==> src/ets_pkg.sv <==
`timescale 1ns / 1ps

package ets_pkg;

    localparam int NUM_EVENTS = 8;
    localparam int EVT_IDX_W  = (NUM_EVENTS > 1) ? $clog2(NUM_EVENTS) : 1;
    localparam int GUARD_W    = $clog2(NUM_EVENTS + 3);
    localparam int CYCLE_W    = 32;

    localparam logic [CYCLE_W-1:0] NO_DISTANCE = '1;

    // Request codes
    localparam logic [1:0] REQ_ADVANCE  = 2'd0;
    localparam logic [1:0] REQ_SCHEDULE = 2'd1;
    localparam logic [1:0] REQ_CANCEL   = 2'd2;

    typedef struct packed {
        logic [1:0]         req_type;
        logic [2:0]         event_index;
        logic [CYCLE_W-1:0] due_cycle;
        logic [CYCLE_W-1:0] cycle_count;
    } t_req;

    typedef struct packed {
        logic               fired;
        logic [2:0]         fired_index;
        logic [CYCLE_W-1:0] now_cycle;
        logic               last;
    } t_rsp;

    // Event table write port
    typedef struct packed {
        logic                 we_act;
        logic                 act_val;
        logic                 we_due;
        logic [EVT_IDX_W-1:0] idx;
        logic [CYCLE_W-1:0]   due;
    } t_tbl_wr;

    // Event table read data
    typedef struct packed {
        logic               act;
        logic [CYCLE_W-1:0] due;
    } t_tbl_rd;

    // Shared adder / comparator operands and results
    typedef struct packed {
        logic [CYCLE_W-1:0] a;
        logic [CYCLE_W-1:0] b;
        logic [CYCLE_W-1:0] c;
        logic               sub;
    } t_alu_in;

    typedef struct packed {
        logic [CYCLE_W-1:0] res;
        logic               le;
        logic               lt;
        logic               zero;
    } t_alu_out;

endpackage

==> src/event_timer_scheduler.sv <==
`timescale 1ns / 1ps
// Event timer scheduler: a table of NUM_EVENTS timed events and a 32-bit cycle counter.
// Input channel (i_in_valid / o_in_stall / i_in_data): one request item at a time.
//   o_in_stall is high from the cycle after an item is accepted until its closing
//   result has been loaded into the output register.
// Output channel (o_out_valid / i_out_stall / o_out_data): a fired-event item per
//   entry that comes due (fired 1, last 0), then one closing item (fired 0, last 1)
//   that carries the new cycle count.
// Schedule and cancel with an in-range index load the closing item after a table scan:
//   one shared adder/comparator scans the table one entry per cycle for the nearest
//   due time. The next request can be taken in the cycle after the closing item is loaded.
// Advance checks the gap to the nearest due time; for each due time reached it runs
//   step, table scan, nearest-time update and gap check again, then adds what is left
//   of the count, and waits whenever an item meets a stalled output.
// Output register holds one item; while i_out_stall is high and it is full the scan
//   holds at the entry that wants to fire, and the item stays on o_out_data.
// Synchronous active-low reset clears the cycle count, sets the nearest due time to
//   all ones, clears every active bit and empties the output register.
module event_timer_scheduler (
    input  logic          i_clk,
    input  logic          i_rst_n,
    input  logic          i_in_valid,
    output logic          o_in_stall,
    input  ets_pkg::t_req i_in_data,
    output logic          o_out_valid,
    input  logic          i_out_stall,
    output ets_pkg::t_rsp o_out_data
);
    import ets_pkg::*;

    localparam logic [2:0] S_IDLE  = 3'd0;
    localparam logic [2:0] S_CHECK = 3'd1;
    localparam logic [2:0] S_STEP  = 3'd2;
    localparam logic [2:0] S_SCAN  = 3'd3;
    localparam logic [2:0] S_NEAR  = 3'd4;
    localparam logic [2:0] S_FINAL = 3'd5;
    localparam logic [2:0] S_CLOSE = 3'd6;

    localparam logic [EVT_IDX_W-1:0] K_LAST    = EVT_IDX_W'(NUM_EVENTS - 1);
    localparam logic [GUARD_W-1:0]   GUARD_MAX = GUARD_W'(NUM_EVENTS + 2);

    logic [2:0]           r_state, n_state;
    logic [CYCLE_W-1:0]   r_cur, n_cur;
    logic [CYCLE_W-1:0]   r_near, n_near;
    logic [CYCLE_W-1:0]   r_rem, n_rem;
    logic [CYCLE_W-1:0]   r_gap, n_gap;
    logic [CYCLE_W-1:0]   r_best, n_best;
    logic [EVT_IDX_W-1:0] r_k, n_k;
    logic                 r_fire_mode, n_fire_mode;
    logic [GUARD_W-1:0]   r_guard, n_guard;
    logic                 r_out_valid;
    t_rsp                 r_out;

    t_alu_in  alu_in;
    t_alu_out alu_out;
    t_tbl_wr  tbl_wr;
    t_tbl_rd  tbl_rd;
    logic     out_ok;
    logic     out_load;
    t_rsp     out_next;
    logic     in_range;
    logic     hit;
    logic     step;

    ets_alu u_alu (
        .i_op  (alu_in),
        .o_res (alu_out)
    );

    ets_table u_table (
        .i_clk    (i_clk),
        .i_rst_n  (i_rst_n),
        .i_wr     (tbl_wr),
        .i_rd_idx (r_k),
        .o_rd     (tbl_rd)
    );

    assign out_ok   = !r_out_valid || !i_out_stall;
    assign in_range = 32'(i_in_data.event_index) < 32'(NUM_EVENTS);
    assign hit      = r_fire_mode && tbl_rd.act && alu_out.zero;

    // Sequence one request through the shared adder and the table scan
    always_comb begin
        n_state     = r_state;
        n_cur       = r_cur;
        n_near      = r_near;
        n_rem       = r_rem;
        n_gap       = r_gap;
        n_best      = r_best;
        n_k         = r_k;
        n_fire_mode = r_fire_mode;
        n_guard     = r_guard;
        alu_in.a    = r_cur;
        alu_in.b    = r_rem;
        alu_in.c    = r_rem;
        alu_in.sub  = 1'b0;
        tbl_wr      = '0;
        out_load    = 1'b0;
        out_next    = '0;
        step        = 1'b0;

        unique case (r_state)
            S_IDLE: begin
                if (i_in_valid) begin
                    unique case (i_in_data.req_type) inside
                        REQ_ADVANCE: begin
                            n_rem   = i_in_data.cycle_count;
                            n_guard = '0;
                            n_state = S_CHECK;
                        end
                        REQ_SCHEDULE, REQ_CANCEL: begin
                            if (in_range) begin
                                tbl_wr.we_act  = 1'b1;
                                tbl_wr.act_val = (i_in_data.req_type == REQ_SCHEDULE);
                                tbl_wr.we_due  = (i_in_data.req_type == REQ_SCHEDULE);
                                tbl_wr.idx     = EVT_IDX_W'(i_in_data.event_index);
                                tbl_wr.due     = i_in_data.due_cycle;
                                n_best         = NO_DISTANCE;
                                n_k            = '0;
                                n_fire_mode    = 1'b0;
                                n_state        = S_SCAN;
                            end else begin
                                n_state = S_CLOSE;
                            end
                        end
                        default: n_state = S_CLOSE;
                    endcase
                end
            end
            S_CHECK: begin
                // Gap to the nearest due time against the remaining count
                alu_in.a   = r_near;
                alu_in.b   = r_cur;
                alu_in.c   = r_rem;
                alu_in.sub = 1'b1;
                if (alu_out.le && (r_guard < GUARD_MAX)) begin
                    n_gap   = alu_out.res;
                    n_state = S_STEP;
                end else begin
                    n_state = S_FINAL;
                end
            end
            S_STEP: begin
                // Jump to the due time and consume the gap
                alu_in.a    = r_rem;
                alu_in.b    = r_gap;
                alu_in.sub  = 1'b1;
                n_rem       = alu_out.res;
                n_cur       = r_near;
                n_best      = NO_DISTANCE;
                n_k         = '0;
                n_fire_mode = 1'b1;
                n_guard     = r_guard + 1'b1;
                n_state     = S_SCAN;
            end
            S_SCAN: begin
                // Fire entries due now, track the smallest distance of the rest
                alu_in.a   = tbl_rd.due;
                alu_in.b   = r_cur;
                alu_in.c   = r_best;
                alu_in.sub = 1'b1;
                if (hit) begin
                    if (out_ok) begin
                        out_load             = 1'b1;
                        out_next.fired       = 1'b1;
                        out_next.fired_index = 3'(r_k);
                        out_next.now_cycle   = r_cur;
                        out_next.last        = 1'b0;
                        tbl_wr.we_act        = 1'b1;
                        tbl_wr.act_val       = 1'b0;
                        tbl_wr.idx           = r_k;
                        step                 = 1'b1;
                    end
                end else begin
                    if (tbl_rd.act && alu_out.lt) begin
                        n_best = alu_out.res;
                    end
                    step = 1'b1;
                end
                if (step) begin
                    if (r_k == K_LAST) begin
                        n_state = S_NEAR;
                    end else begin
                        n_k = r_k + 1'b1;
                    end
                end
            end
            S_NEAR: begin
                alu_in.a = r_cur;
                alu_in.b = r_best;
                n_near   = alu_out.res;
                n_state  = r_fire_mode ? S_CHECK : S_CLOSE;
            end
            S_FINAL: begin
                // Add what is left of the count
                alu_in.a = r_cur;
                alu_in.b = r_rem;
                n_cur    = alu_out.res;
                n_state  = S_CLOSE;
            end
            S_CLOSE: begin
                if (out_ok) begin
                    out_load           = 1'b1;
                    out_next.fired     = 1'b0;
                    out_next.now_cycle = r_cur;
                    out_next.last      = 1'b1;
                    n_state            = S_IDLE;
                end
            end
            default: n_state = S_IDLE;
        endcase
    end

    // Hold control state and the timer registers
    always_ff @(posedge i_clk) begin
        if (!i_rst_n) begin
            r_state <= S_IDLE;
            r_cur   <= '0;
            r_near  <= NO_DISTANCE;
        end else begin
            r_state <= n_state;
            r_cur   <= n_cur;
            r_near  <= n_near;
        end
    end

    // Working registers of the current request
    always_ff @(posedge i_clk) begin
        r_rem       <= n_rem;
        r_gap       <= n_gap;
        r_best      <= n_best;
        r_k         <= n_k;
        r_fire_mode <= n_fire_mode;
        r_guard     <= n_guard;
    end

    // Output register: load a new item, drop it once taken
    always_ff @(posedge i_clk) begin
        if (!i_rst_n) begin
            r_out_valid <= 1'b0;
        end else if (out_load) begin
            r_out_valid <= 1'b1;
        end else if (!i_out_stall) begin
            r_out_valid <= 1'b0;
        end
    end

    always_ff @(posedge i_clk) begin
        if (out_load) begin
            r_out <= out_next;
        end
    end

    assign o_in_stall  = (r_state != S_IDLE);
    assign o_out_valid = r_out_valid;
    assign o_out_data  = r_out;

endmodule

==> src/ets_alu.sv <==
`timescale 1ns / 1ps

module ets_alu (
    input  ets_pkg::t_alu_in  i_op,
    output ets_pkg::t_alu_out o_res
);
    import ets_pkg::*;

    logic [CYCLE_W-1:0] res;

    // Add or subtract modulo 2^32, then compare against the third operand
    assign res        = i_op.sub ? (i_op.a - i_op.b) : (i_op.a + i_op.b);
    assign o_res.res  = res;
    assign o_res.le   = (res <= i_op.c);
    assign o_res.lt   = (res < i_op.c);
    assign o_res.zero = (res == '0);

endmodule

==> src/ets_table.sv <==
`timescale 1ns / 1ps

module ets_table (
    input  logic                          i_clk,
    input  logic                          i_rst_n,
    input  ets_pkg::t_tbl_wr              i_wr,
    input  logic [ets_pkg::EVT_IDX_W-1:0] i_rd_idx,
    output ets_pkg::t_tbl_rd              o_rd
);
    import ets_pkg::*;

    logic [NUM_EVENTS-1:0] r_act;
    logic [CYCLE_W-1:0]    r_due [NUM_EVENTS];

    // Update active bits; reset clears every entry
    always_ff @(posedge i_clk) begin
        if (!i_rst_n) begin
            r_act <= '0;
        end else if (i_wr.we_act) begin
            r_act[i_wr.idx] <= i_wr.act_val;
        end
    end

    // Store due cycles; only used while the entry is active
    always_ff @(posedge i_clk) begin
        if (i_wr.we_due) begin
            r_due[i_wr.idx] <= i_wr.due;
        end
    end

    // Read the entry under the scan pointer
    assign o_rd.act = r_act[i_rd_idx];
    assign o_rd.due = r_due[i_rd_idx];

endmodule

==> config.mk <==
export PLATFORM = sky130hd
export DESIGN_NAME = event_timer_scheduler
export DESIGN_NICKNAME = d
export VERILOG_FILES = /design/src/ets_pkg.sv /design/src/event_timer_scheduler.sv /design/src/ets_alu.sv /design/src/ets_table.sv
export SDC_FILE = /design/constraint.sdc
export NUM_CORES = 1
export LEC_CHECK = 0
export BUFFER_PORTS_ARGS = -buffer_cell sky130_fd_sc_hd__buf_2
export CAP_MARGIN = 20
export CORE_UTILIZATION = 40
export CTS_CLUSTER_DIAMETER = 200
export DETAILED_ROUTE_END_ITERATION = 8
export SKIP_CTS_REPAIR_TIMING = 1
export SYNTH_ARGS = -nofsm -noshare
export SYNTH_HDL_FRONTEND = slang
export SYNTH_SLANG_ARGS = --single-unit
==> constraint.sdc <==
create_clock -name i_clk -period 9.6 [get_ports i_clk]
set_input_delay 0.96 -clock i_clk [delete_from_list [all_inputs] [get_ports i_clk]]
set_output_delay 0.96 -clock i_clk [all_outputs]
set_load 0.05 [all_outputs]
==> results.tsv <==
metric	value	unit
status	finished clean	
Top Ports	112	
antenna violations before repair	2	
yosys warns	0	
Yosys cell types	85	
ANT nets after route	0	
DP Wirelength	54.6	mm
layout cells sized above 1	18.7	%
post-route setup TNS	0	ns
setup violators final	0	
Buffers on Ports	111	
FMAX	0.112	GHz
Final Max Slew Viols	0	
H-tree Lvls	2	
Die X	249	um
DRT iter0 DRCs	2130	
global route overflow	0	
Die Y	249	um
fin util	46.8	%
DIE AREA	62100	um2
Cell Area, Synth	24400	um2
Site Rows	90	
CTS Buf Count	51	
Layout area overhead	15.5	%
worst slew pin tran	0.965	ns
clock tree root buffer cell	clkbuf_16	
largest cells by area after synthesis	edfxtp_1 49%, dfxtp_1 6.5%, mux4_2 6.1%	
pin count of the biggest net entering global routing	69	
Final #Nets	2323	
1st-pass router iterations	6	
RSZ-0062 raised after global routing	false	
Total Wirelength	78.2	mm
final RePlAce weighted congestion	0.949	
Worst Path Required	9.89	ns
Skew-Pair Late Insertion Delay	0.64	ns
met3 Usage GRT	3.40	%
register area share after synthesis	55.2	%
Vias/cell	6.10	
cell taking the most area after synthesis	edfxtp_1	
Worst Path Arrival	9.22	ns
crit end category	flip-flop	
first-pass GRT wire length	116	mm
synthesis-stage register bit count	476	
fin crit share	93.0	%
Clock Tree Buf Depth	3	
number of global-route vias before repair	18310	
Period minus WS final	8.93	ns
list of most frequent post-synthesis cells	397 x edfxtp_1, 201 x nand2_1, 124 x nor2_1	
Post-synth EDFFs	397	
Initial Util	40.5	%
average cell area after synthesis	12.0	um2
CP Max Fanout	32	
asr flop ratio synth	0	%
clock-pin slew on the worst setup and hold paths	0.07	ns
filler cell count	5502	
antenna diode count	0	
via count	18308	
reported max-cap violation count	0	
Fin. Hold Viols	0	
busiest grt layer	met2	
Sink Count	476	
Yosys top cell area share	48.8	%
startpoint class of the critical path	flip-flop	
Global Route met2 Usage	40.9	%
CP Class	flip-flop to flip-flop	
Synth Net Count	2174	
Primary FF master, synth	edfxtp_1	
worst clock skew	0.0500	ns
cell with the most instances after synthesis	edfxtp_1	
max_slew headroom	34.8	%
met1 usage	33.6	%
DR WL/cell	26.0	um
gr usage total	24.9	%
Tightest Hold Check Type	flip-flop to flip-flop	
Synth Instances	2029	
CTS tree	built	
number of remaining DRC errors	0	
CORE AREA	60400	um2
[worst max-delay path, stage by stage, from the launching register on]
cell,delay (ns)
dfxtp_1,0.72
nor2b_1,0.37
a22o_1,0.27
a222oi_1,0.40
nand3_1,0.24
or4_1,0.71
or3b_1,0.46
nand2b_4,0.19
or3_4,0.38
nand3_1,0.09
o21ai_1,0.07
a221o_1,0.37
ha_1,0.22
a21oi_1,0.21
o21ai_1,0.14
a221oi_1,0.37
buf_4,0.19
inv_1,0.04
a31o_2,0.23
xnor2_1,0.25
buf_4,0.21
nand4_1,0.18
nor4_1,0.78
nand3_1,0.32
o21a_1,0.29
or3_1,0.43
nor2_4,0.14
buf_12,0.24
[flip-flops by register name (all words and copies together) (netlist names), named ones only]
signal         cells
r_fire_mode        1
r_rem             32
o_out_valid        1
r_gap             32
o_out_data        37
r_guard            4
u_table.r_due    256
r_near            32
r_state            3
r_best            32
r_k                3
r_cur             32
u_table.r_act      8
[metal layers]
layer / vias to the layer above / share of wire (%) / routed length [um]
met1: 9126 / 42 / 33000
met2: 833 / 47 / 37100
met3: 173 / 7.1 / 5530
li1: 8174 / - / -
met5: - / 0.017 / 13
met4: 2 / 3.3 / 2570
[cell type report]
class | instances | area, um2 | share of cell area (%)
Inverter | 66 | 248 | 0.877
Sequential cell | 476 | 13500 | 47.9
Multi-Input combinational cell | 1362 | 10300 | 36.3
Clock inverter | 26 | 231 | 0.820
Tap cell | 782 | 978 | 3.47
Clock buffer | 70 | 1430 | 5.07
Timing Repair Buffer | 221 | 1570 | 5.57
[logic make-up after synthesis]
family                     Yosys count  share of synthesized area, %
and+or+nand+nor                    561                          11.2
AOI/OAI and AO/OA                  517                          14.8
DFF                                476                          55.2
buffers and inverters              191                          3.12
muxes                              164                          10.2
adders and majority gates           72                          3.72
xor gates and xnor gates            48                          1.78
[placed cells by master (no fill, tap or decap), drive strengths merged, types with 52 or more instances in the layout]
master and count:
a22oi 74, inv 64, mux4 66, mux2i 83, o21ai 93, ha 71
edfxtp 397, clkbuf 70, nor2 125, buf 221, a21oi 86, and3 52
nand2 202, dfxtp 79
[path summary, 6_finish.rpt]
check	from	endpoint	slack, ns	depth (start not counted)
max	r_state[1]	u_table.r_due[3][13]	0.67	27
min	u_table.r_act[1]	u_table.r_act[1]	0.47	2
max reg2reg	r_state[1]	u_table.r_due[3][13]	0.67	27
min reg2reg	u_table.r_act[1]	u_table.r_act[1]	0.47	2
[stage by stage]
step	hold WS (ns)	area, um2	worst slack, ns	cells
5_1_grt	0.480	28200	0.304	3003
2_1_floorplan	0.432	24400	0.0578	2029
3_3_place_gp	0.446	26600	0.599	2906
6_report	0.465	28200	0.673	3003
4_1_cts	0.464	28200	0.313	3002
3_5_place_dp	0.455	26600	0.386	2906
Power is left out: the tool's default activity adds up to more than one toggle a clock period on the data nets, which glitch-free logic cannot reach.
